`src/rtl/core/prfe_pkg.sv`:
```
// shared types and constants of the parameter request frame encoder
package prfe_pkg;

    localparam int unsigned QUEUE_CAPACITY = 256;
    localparam logic [8:0]  QUEUE_LIMIT    = 9'(QUEUE_CAPACITY);
    localparam logic [3:0]  MAX_DATA_BYTES = 4'd8;

    // operation codes
    localparam logic [1:0] OP_CLEAR  = 2'd0;
    localparam logic [1:0] OP_PARAM  = 2'd1;
    localparam logic [1:0] OP_NOTSUP = 2'd2;

    // register indexes on the configuration port
    localparam logic [2:0] REG_PAGE_CMD  = 3'd0;
    localparam logic [2:0] REG_SIZE_CMD  = 3'd1;
    localparam logic [2:0] REG_FUNC_CMD  = 3'd2;
    localparam logic [2:0] REG_NS_CODE   = 3'd3;
    localparam logic [2:0] REG_RESP_FUNC = 3'd4;

    typedef struct packed {
        logic [7:0] page_cmd;
        logic [7:0] size_cmd;
        logic [7:0] func_cmd;
        logic [7:0] ns_code;
        logic [7:0] resp_func;
    } t_codes;

    // request from the sequencer to the output stage
    typedef struct packed {
        logic       step;
        logic       flush;
        logic       push;
        logic [7:0] data;
        logic [7:0] index;
        logic [7:0] fill;
    } t_oreq;

endpackage

```
`src/rtl/core/prfe_cfg.sv`:
```
// apb register file holding the command codes
module prfe_cfg (
    input  logic                 i_clk,
    input  logic                 i_rst_n,
    input  logic                 psel,
    input  logic                 penable,
    input  logic                 pwrite,
    input  logic [4:0]           paddr,
    input  logic [31:0]          pwdata,
    output logic [31:0]          prdata,
    output logic                 pready,
    output prfe_pkg::t_codes     o_codes
);
    import prfe_pkg::*;

    t_codes     r_codes;
    logic       wr_en;
    logic [7:0] rd_val;

    assign pready  = 1'b1;
    assign wr_en   = psel && penable && pwrite;
    assign o_codes = r_codes;

    always_ff @(posedge i_clk) begin
        if (!i_rst_n) begin
            r_codes <= '0;
        end else if (wr_en) begin
            unique case (paddr[4:2])
                REG_PAGE_CMD:  r_codes.page_cmd  <= pwdata[7:0];
                REG_SIZE_CMD:  r_codes.size_cmd  <= pwdata[7:0];
                REG_FUNC_CMD:  r_codes.func_cmd  <= pwdata[7:0];
                REG_NS_CODE:   r_codes.ns_code   <= pwdata[7:0];
                REG_RESP_FUNC: r_codes.resp_func <= pwdata[7:0];
                default: ;
            endcase
        end
    end

    always_comb begin
        unique case (paddr[4:2])
            REG_PAGE_CMD:  rd_val = r_codes.page_cmd;
            REG_SIZE_CMD:  rd_val = r_codes.size_cmd;
            REG_FUNC_CMD:  rd_val = r_codes.func_cmd;
            REG_NS_CODE:   rd_val = r_codes.ns_code;
            REG_RESP_FUNC: rd_val = r_codes.resp_func;
            default:       rd_val = 8'd0;
        endcase
    end

    assign prdata = {24'd0, rd_val};

endmodule

```
`src/rtl/core/prfe_alu.sv`:
```
// shared fill adder and capacity compare
module prfe_alu (
    input  logic [7:0] i_fill,
    input  logic [3:0] i_len,
    output logic [8:0] o_sum,
    output logic       o_fits
);
    import prfe_pkg::*;

    assign o_sum  = {1'b0, i_fill} + {5'd0, i_len};
    assign o_fits = o_sum < QUEUE_LIMIT;

endmodule

```
`src/rtl/core/prfe_seq.sv`:
```
// phase sequencer: walks the frame slots of one request through the shared adder
module prfe_seq (
    input  logic                 i_clk,
    input  logic                 i_rst_n,
    input  logic                 i_in_valid,
    output logic                 o_in_ready,
    input  logic [1:0]           i_op,
    input  logic [7:0]           i_func,
    input  logic [15:0]          i_param,
    input  logic [3:0]           i_size,
    input  logic [63:0]          i_data,
    input  prfe_pkg::t_codes     i_codes,
    input  logic                 i_room,
    output prfe_pkg::t_oreq      o_req
);
    import prfe_pkg::*;

    localparam logic [3:0] PH_FCMD = 4'd0;
    localparam logic [3:0] PH_FUNC = 4'd1;
    localparam logic [3:0] PH_PCMD = 4'd2;
    localparam logic [3:0] PH_PAGE = 4'd3;
    localparam logic [3:0] PH_SCMD = 4'd4;
    localparam logic [3:0] PH_SIZE = 4'd5;
    localparam logic [3:0] PH_NSC  = 4'd6;
    localparam logic [3:0] PH_LOW  = 4'd7;
    localparam logic [3:0] PH_DCHK = 4'd8;
    localparam logic [3:0] PH_DATA = 4'd9;
    localparam logic [3:0] PH_FIN  = 4'd10;

    logic        r_busy;
    logic [3:0]  r_phase;
    logic [2:0]  r_dcnt;
    logic [7:0]  r_held_func;
    logic [7:0]  r_held_page;
    logic [7:0]  r_fill;

    logic        r_ns;
    logic [7:0]  r_func;
    logic [7:0]  r_page;
    logic [7:0]  r_low;
    logic [3:0]  r_size;
    logic [63:0] r_data;

    logic        accept;
    logic        step;
    logic        active;
    logic [7:0]  slot_byte;
    logic [3:0]  len;
    logic [8:0]  sum;
    logic        fits;
    logic        push;
    logic [3:0]  sat_size;

    prfe_alu u_alu (
        .i_fill (r_fill),
        .i_len  (len),
        .o_sum  (sum),
        .o_fits (fits)
    );

    assign o_in_ready = !r_busy;
    assign accept     = i_in_valid && !r_busy;
    assign step       = r_busy && i_room;
    assign sat_size   = (i_size > MAX_DATA_BYTES) ? MAX_DATA_BYTES : i_size;

    always_comb begin
        active    = 1'b0;
        slot_byte = 8'd0;
        len       = 4'd1;
        unique case (r_phase)
            PH_FCMD: begin
                active    = (r_func != r_held_func) && (r_fill != 8'd0);
                slot_byte = i_codes.func_cmd;
            end
            PH_FUNC: begin
                active    = r_func != r_held_func;
                slot_byte = r_func;
            end
            PH_PCMD: begin
                active    = r_page != r_held_page;
                slot_byte = i_codes.page_cmd;
            end
            PH_PAGE: begin
                active    = r_page != r_held_page;
                slot_byte = r_page;
            end
            PH_SCMD: begin
                active    = r_size > 4'd1;
                slot_byte = i_codes.size_cmd;
            end
            PH_SIZE: begin
                active    = r_size > 4'd1;
                slot_byte = {4'd0, r_size};
            end
            PH_NSC: begin
                active    = r_ns;
                slot_byte = i_codes.ns_code;
            end
            PH_LOW: begin
                active    = 1'b1;
                slot_byte = r_low;
            end
            // whole data block is checked against capacity once
            PH_DCHK: begin
                len = r_size;
            end
            PH_DATA: begin
                active    = 1'b1;
                slot_byte = r_data[7:0];
            end
            default: ;
        endcase
    end

    assign push = step && active && (fits || (r_phase == PH_DATA));

    always_comb begin
        o_req.step  = step;
        o_req.flush = step && (r_phase == PH_FIN);
        o_req.push  = push;
        o_req.data  = slot_byte;
        o_req.index = r_fill;
        o_req.fill  = (r_phase == PH_FIN) ? r_fill : sum[7:0];
    end

    always_ff @(posedge i_clk) begin
        if (!i_rst_n) begin
            r_busy      <= 1'b0;
            r_phase     <= PH_FIN;
            r_dcnt      <= 3'd0;
            r_held_func <= 8'd0;
            r_held_page <= 8'd0;
            r_fill      <= 8'd0;
        end else if (accept) begin
            r_busy <= 1'b1;
            if (i_op == OP_CLEAR) begin
                r_held_func <= 8'd0;
                r_held_page <= 8'd0;
                r_fill      <= 8'd0;
                r_phase     <= PH_FIN;
            end else if (i_op == OP_PARAM || i_op == OP_NOTSUP) begin
                r_phase <= PH_FCMD;
            end else begin
                r_phase <= PH_FIN;
            end
        end else if (step) begin
            if (push) begin
                r_fill <= sum[7:0];
            end
            unique case (r_phase)
                PH_FUNC: begin
                    if (active) begin
                        r_held_func <= r_func;
                    end
                    r_phase <= PH_PCMD;
                end
                PH_PAGE: begin
                    if (active) begin
                        r_held_page <= r_page;
                    end
                    r_phase <= PH_SCMD;
                end
                PH_DCHK: begin
                    r_dcnt <= 3'd0;
                    if ((r_size != 4'd0) && fits) begin
                        r_phase <= PH_DATA;
                    end else begin
                        r_phase <= PH_FIN;
                    end
                end
                PH_DATA: begin
                    r_dcnt <= r_dcnt + 3'd1;
                    if ({1'b0, r_dcnt} == r_size - 4'd1) begin
                        r_phase <= PH_FIN;
                    end
                end
                PH_FIN: begin
                    r_busy <= 1'b0;
                end
                default: begin
                    r_phase <= r_phase + 4'd1;
                end
            endcase
        end
    end

    // request payload, latched at accept
    always_ff @(posedge i_clk) begin
        if (accept) begin
            r_ns   <= i_op == OP_NOTSUP;
            r_func <= (i_op == OP_NOTSUP) ? i_codes.resp_func : i_func;
            r_size <= (i_op == OP_NOTSUP) ? 4'd0 : sat_size;
            r_page <= i_param[15:8];
            r_low  <= i_param[7:0];
            r_data <= i_data;
        end else if (step && (r_phase == PH_DATA)) begin
            r_data <= r_data >> 8;
        end
    end

endmodule

```
`src/rtl/core/prfe_out.sv`:
```
// one-beat hold for the last flag, then the output register
module prfe_out (
    input  logic                 i_clk,
    input  logic                 i_rst_n,
    input  prfe_pkg::t_oreq      i_req,
    output logic                 o_room,
    output logic                 o_valid,
    input  logic                 i_ready,
    output logic [7:0]           o_byte,
    output logic [7:0]           o_index,
    output logic [7:0]           o_fill,
    output logic                 o_byte_valid,
    output logic                 o_last
);
    import prfe_pkg::*;

    logic       r_pv, n_pv;
    logic [7:0] r_p_byte, n_p_byte;
    logic [7:0] r_p_index, n_p_index;
    logic [7:0] r_p_fill, n_p_fill;

    logic       r_ov, n_ov;
    logic [7:0] r_o_byte, n_o_byte;
    logic [7:0] r_o_index, n_o_index;
    logic [7:0] r_o_fill, n_o_fill;
    logic       r_o_bv, n_o_bv;
    logic       r_o_last, n_o_last;

    assign o_room = !r_ov || i_ready;

    always_comb begin
        n_pv      = r_pv;
        n_p_byte  = r_p_byte;
        n_p_index = r_p_index;
        n_p_fill  = r_p_fill;
        n_ov      = r_ov && !i_ready;
        n_o_byte  = r_o_byte;
        n_o_index = r_o_index;
        n_o_fill  = r_o_fill;
        n_o_bv    = r_o_bv;
        n_o_last  = r_o_last;
        if (i_req.flush) begin
            n_ov = 1'b1;
            n_pv = 1'b0;
            n_o_last = 1'b1;
            if (r_pv) begin
                n_o_byte  = r_p_byte;
                n_o_index = r_p_index;
                n_o_fill  = r_p_fill;
                n_o_bv    = 1'b1;
            end else begin
                // nothing appended for this request
                n_o_byte  = 8'd0;
                n_o_index = 8'd0;
                n_o_fill  = i_req.fill;
                n_o_bv    = 1'b0;
            end
        end else if (i_req.push) begin
            if (r_pv) begin
                n_ov      = 1'b1;
                n_o_byte  = r_p_byte;
                n_o_index = r_p_index;
                n_o_fill  = r_p_fill;
                n_o_bv    = 1'b1;
                n_o_last  = 1'b0;
            end
            n_pv      = 1'b1;
            n_p_byte  = i_req.data;
            n_p_index = i_req.index;
            n_p_fill  = i_req.fill;
        end
    end

    always_ff @(posedge i_clk) begin
        if (!i_rst_n) begin
            r_pv <= 1'b0;
            r_ov <= 1'b0;
        end else begin
            r_pv <= n_pv;
            r_ov <= n_ov;
        end
    end

    always_ff @(posedge i_clk) begin
        r_p_byte  <= n_p_byte;
        r_p_index <= n_p_index;
        r_p_fill  <= n_p_fill;
        r_o_byte  <= n_o_byte;
        r_o_index <= n_o_index;
        r_o_fill  <= n_o_fill;
        r_o_bv    <= n_o_bv;
        r_o_last  <= n_o_last;
    end

    assign o_valid      = r_ov;
    assign o_byte       = r_o_byte;
    assign o_index      = r_o_index;
    assign o_fill       = r_o_fill;
    assign o_byte_valid = r_o_bv;
    assign o_last       = r_o_last;

endmodule

```
`src/rtl/core/param_request_frame_encoder_core.sv`:
```
// top level of the parameter request frame encoder
//
// s_axis carries one request per beat; m_axis carries the appended queue
// bytes, one beat per byte, with tlast on the final beat of each request.
// a request that appends nothing (clear, all bytes dropped, unused op)
// gives one beat with tuser low, tlast high and the current fill count.
// the command codes sit in five apb registers at byte addresses 0 to 16.
//
// a sequencer steps through every frame slot of a request, one slot per
// cycle while m_axis does not stall, through a single fill adder and
// capacity compare. a parameter or not-supported request walks all slots
// and one data slot per byte appended (none when the block is dropped);
// clear and unused ops go straight to the final slot.
// s_axis tready is low while a request is in progress. each byte leaves
// once the next byte or the end of its request is produced, since each
// beat is held until the next one shows whether it is the last.
// a stalled receiver freezes the sequencer; no beat is lost.
// reset clears the codes, the current function and page and the fill count.
module param_request_frame_encoder_core (
    input  logic        i_clk,
    input  logic        i_rst_n,
    input  logic        s_axis_tvalid,
    output logic        s_axis_tready,
    // op[1:0], function_number[9:2], parameter_number[25:10],
    // data_size[29:26], data_bytes[93:30], zero pad
    input  logic [95:0] s_axis_tdata,
    output logic        m_axis_tvalid,
    input  logic        m_axis_tready,
    // out_byte[7:0], out_index[15:8], fill_count[23:16]
    output logic [23:0] m_axis_tdata,
    output logic        m_axis_tlast,
    // byte_valid[0]
    output logic [0:0]  m_axis_tuser,
    input  logic        psel,
    input  logic        penable,
    input  logic        pwrite,
    input  logic [4:0]  paddr,
    input  logic [31:0] pwdata,
    output logic [31:0] prdata,
    output logic        pready
);
    import prfe_pkg::*;

    t_codes     codes;
    t_oreq      req;
    logic       room;
    logic [7:0] out_byte;
    logic [7:0] out_index;
    logic [7:0] out_fill;
    logic       out_bv;

    prfe_cfg u_cfg (
        .i_clk   (i_clk),
        .i_rst_n (i_rst_n),
        .psel    (psel),
        .penable (penable),
        .pwrite  (pwrite),
        .paddr   (paddr),
        .pwdata  (pwdata),
        .prdata  (prdata),
        .pready  (pready),
        .o_codes (codes)
    );

    prfe_seq u_seq (
        .i_clk      (i_clk),
        .i_rst_n    (i_rst_n),
        .i_in_valid (s_axis_tvalid),
        .o_in_ready (s_axis_tready),
        .i_op       (s_axis_tdata[1:0]),
        .i_func     (s_axis_tdata[9:2]),
        .i_param    (s_axis_tdata[25:10]),
        .i_size     (s_axis_tdata[29:26]),
        .i_data     (s_axis_tdata[93:30]),
        .i_codes    (codes),
        .i_room     (room),
        .o_req      (req)
    );

    prfe_out u_out (
        .i_clk        (i_clk),
        .i_rst_n      (i_rst_n),
        .i_req        (req),
        .o_room       (room),
        .o_valid      (m_axis_tvalid),
        .i_ready      (m_axis_tready),
        .o_byte       (out_byte),
        .o_index      (out_index),
        .o_fill       (out_fill),
        .o_byte_valid (out_bv),
        .o_last       (m_axis_tlast)
    );

    assign m_axis_tdata    = {out_fill, out_index, out_byte};
    assign m_axis_tuser[0] = out_bv;

endmodule

```
`config.mk`:
```
export PLATFORM = sky130hd
export DESIGN_NAME = param_request_frame_encoder_core
export DESIGN_NICKNAME = d
export VERILOG_FILES = /design/src/rtl/core/prfe_pkg.sv /design/src/rtl/core/prfe_cfg.sv /design/src/rtl/core/prfe_alu.sv /design/src/rtl/core/prfe_seq.sv /design/src/rtl/core/prfe_out.sv /design/src/rtl/core/param_request_frame_encoder_core.sv
export SDC_FILE = /design/constraint.sdc
export NUM_CORES = 1
export LEC_CHECK = 0
export BUFFER_PORTS_ARGS = -buffer_cell sky130_fd_sc_hd__buf_2
export CAP_MARGIN = 10
export CORE_MARGIN = 2
export CORE_UTILIZATION = 30
export CTS_BUF_LIST = sky130_fd_sc_hd__clkbuf_8
export CTS_CLUSTER_SIZE = 16
export DETAILED_ROUTE_END_ITERATION = 7
export SYNTH_ARGS = -nofsm -noshare
export SYNTH_HDL_FRONTEND = slang
export SYNTH_SLANG_ARGS = --single-unit
export TNS_END_PERCENT = 20
```
`constraint.sdc`:
```
create_clock -name i_clk -period 13 [get_ports i_clk]
set_clock_uncertainty 0.1 [all_clocks]
set_input_delay 2.6 -clock i_clk [delete_from_list [all_inputs] [get_ports i_clk]]
set_output_delay 2.6 -clock i_clk [all_outputs]
set_load 0.02 [all_outputs]
```
==> results.yml <==
power_and_ir_drop:
  comb_power_share: 0.105
  p_sw_mw: 0.419
  pwr-share-clk: 0.405
  p_leak_nw: 4.75
  ir_worst_vdd_uv: 83.2
  p_int_mw: 1.22
  pwr-share-seq: 0.490
  power_density_mw_per_mm2: 137
  netSwitchingFraction: 0.256
cts:
  root_buffer: "clkbuf_8"
  htree_levels: 2
  numCtsBuffers: 40
  cts.sinks: 217
  cts_resized: 0
  cts_tree: "built"
  clockBufferDepth: 3
  path_clk_slew_ns: 0.05
  holdBufCountCts: 0
  post_cts_buffers: 0
  insertion_delay_ns: 0.54
cells_and_area:
  design_area_mm2: 0.0119
  drive_gt1_frac: 0.212
  finalNonFillerCells: 1587
  final_cell_mix: "234 x nand2_1, 147 x buf_2, 142 x edfxtp_1"
  final_common_cell: "nand2_1"
  final_nets: 1258
  area_growth_pct: 18.5
setup_path:
  critPathTopFamily: "buffers and inverters"
  endpoint: "prdata[5]"
  worstSetupPathType: "input pin to primary output"
  crit_start: "paddr[2]"
  start_kind: "input pin"
  path_max_fanout: 17
  cp_slowest_stage_delay_ns: 0.55
  worstReg2RegEnd: "u_out.o_byte[0]"
  critPathMostFrequentCell: "buf_2"
  crit_path_cell_trace: "buf_2 > nor2b_1 > a22oi_1 > o22ai_1 > buf_2"
  cp.arrival_ns: 4.25
  cp-end-kind: "primary output"
  r2r_setup_slack_ns: 8.27
  required_ns: 10.30
  critical_path.slowest_cell: "nor2b_1"
  critical_path_depth: 5
  ff2ff_path_depth: 11
  r2r_start: "u_seq.r_phase[2]"
  worst-path-buf-inv: 2
timing:
  fin_crit_sh: 0.534
  hold_viol: 0
  setup_viol: 0
  rsz0062_at_grt: "false"
  slew_violations: 0
  slew_headroom: 0.233
  worstMarginPinSlew_ns: 1.15
  period_needed_ns: 6.95
  setup_tns_ns: 0
  fmax_ghz: 0.144
  timing.final.ws_setup_ns: 6.05
drt:
  drtAntennaViolNets: 0
  drt_iter0_markers: 506
  drc: 0
  wl_met3_um: 2100
  drtPass1Iterations: 5
  wirelength_um: 25700
  routed-wl-met2_um: 11800
  dr.max_layer_used: "met5"
  vias: 7425
  m1WireLength_um: 10700
  vias_per_cell: 4.68
  wl_per_cell_um: 16.2
global_routing:
  grt_max_degree: 65
  antenna_found_initial: 9
  grt_pass1_vias: 7390
  grt_pass1_wl_um: 40300
  grt_util_all_layers: 0.145
  grt_overflow: 0
status:
  status: "finished clean"
placement:
  io_buffers: 147
  dp_hpwl_um: 17800
  placedCellCount: 1510
  place_ws_ns: 6.09
  gp_congestion: 0.831
  placed_cell_area_mm2: 0.0111
flow_run:
  max_cap_violations: 0
die:
  floorplan.die_area_mm2: 0.0351
  core_area_mm2: 0.0333
  start_util: 0.303
  die_width_um: 187
  die-height_um: 187
  boundaryPins: 201
  row_count: 67
synthesis:
  yosys_warnings: 0
  synth.distinct_cells: 61
  synth-seq-cells: 217
  yosysSeqAreaShare: 0.572
  synth_area_per_cell_um2: 10.5
  synth_area_mm2: 0.0101
  synth_flop_cell: "edfxtp_1"
  synth_enable_flop_cells: 142
  synthArstFlopShare: 0
  synthCells: 960
worst_hold_path:
  hold_path_class: "flip-flop to flip-flop"
cells by family after synthesis:
family / after synthesis / synth area share
simple gates: 408 / 0.178
xor+xnor: 25 / 0.0217
flops: 217 / 0.572
compound gates: 131 / 0.0921
other cells: 2 / 0.000745
mux: 69 / 0.0708
buf+inv: 94 / 0.0468
fa+ha+maj: 14 / 0.0181
synth_stat cells (6+ instances only):
| master | number | share of area |
|---|---|---|
| a21oi_1 | 28 | 0.014 |
| a221oi_1 | 7 | 0.0061 |
| a222oi_1 | 6 | 0.0060 |
| a22oi_1 | 19 | 0.014 |
| a31oi_1 | 6 | 0.0037 |
| and2_1 | 32 | 0.020 |
| buf_4 | 26 | 0.019 |
| clkbuf_1 | 36 | 0.013 |
| dfxtp_1 | 75 | 0.15 |
| edfxtp_1 | 142 | 0.42 |
| ha_1 | 13 | 0.016 |
| inv_1 | 17 | 0.0063 |
| mux2_2 | 19 | 0.021 |
| mux2i_1 | 50 | 0.050 |
| nand2_1 | 236 | 0.088 |
| nand3_1 | 14 | 0.0069 |
| nor2_1 | 80 | 0.030 |
| nor3_1 | 9 | 0.0045 |
| o211ai_1 | 12 | 0.0089 |
| o21ai_0 | 7 | 0.0035 |
| o22ai_1 | 26 | 0.016 |
| xnor2_1 | 22 | 0.019 |
area by class of cell:
type | instances | area, um^2
antenna | 5 | 12.5
multi-input combinational | 672 | 3950
inverter | 20 | 76.3
tap | 448 | 561
clock inverter | 30 | 230
clock buffer | 42 | 578
sequential | 217 | 5770
timing repair buffer | 153 | 781
fill | 3389 | 21300
flip-flops by register name, summed over array words and instances (netlist names), 3 cells and up:
| signal | count |
|---|---|
| u_out.o_byte | 8 |
| u_cfg.o_codes | 40 |
| u_seq.r_low | 8 |
| u_seq.r_fill | 8 |
| u_seq.r_page | 8 |
| u_out.o_fill | 8 |
| u_seq.r_held_page | 8 |
| u_out.o_index | 8 |
| u_out.r_p_fill | 8 |
| u_seq.r_phase | 4 |
| u_seq.r_func | 8 |
| u_seq.r_data | 64 |
| u_out.r_p_index | 8 |
| u_seq.r_dcnt | 3 |
| u_seq.r_held_func | 8 |
| u_seq.r_size | 4 |
| u_out.r_p_byte | 8 |
worst min path at each step:
| stage | startpoint | to | depth (start not counted) |
|---|---|---|---|
| 2_1_floorplan | u_seq.r_fill[4] | u_out.r_p_index[4] | 0 |
| 3_3_place_gp | u_out.o_last | u_out.o_last | 1 |
| 3_5_place_dp | u_out.o_last | u_out.o_last | 1 |
| 4_1_cts | u_out.o_last | u_out.o_last | 1 |
| 5_1_grt | u_out.o_last | u_out.o_last | 1 |
| 6_report | u_out.o_last | u_out.o_last | 1 |
layer usage:
| metal | global-route usage | vias up |
|---|---|---|
| li1 | - | 3642 |
| met1 | 0.176 | 3440 |
| met2 | 0.230 | 258 |
| met3 | 0.0492 | 75 |
| met4 | 0.0678 | 10 |
| met5 | 0 | - |
power by group through the flow:
| stage | sequential (mW) | clock [mW] | combinational [mW] |
|---|---|---|---|
| floorplan | 0.818 | 0 | 0.114 |
| global placement | 0.816 | 0 | 0.171 |
| detailed placement | 0.817 | 0 | 0.172 |
| CTS | 0.802 | 0.686 | 0.173 |
| global route | 0.806 | 0.709 | 0.191 |
| finish | 0.802 | 0.663 | 0.171 |
per-stage QoR:
stage,hold slack (ns),util,total power [mW]
floorplan,0.306,-,0.932
global placement,0.348,0.334,0.987
detailed placement,0.334,0.334,0.989
CTS,0.347,0.359,1.66
global route,0.368,0.359,1.71
finish,0.345,0.359,1.64
Note: power is estimated with default switching activity, not from simulation.
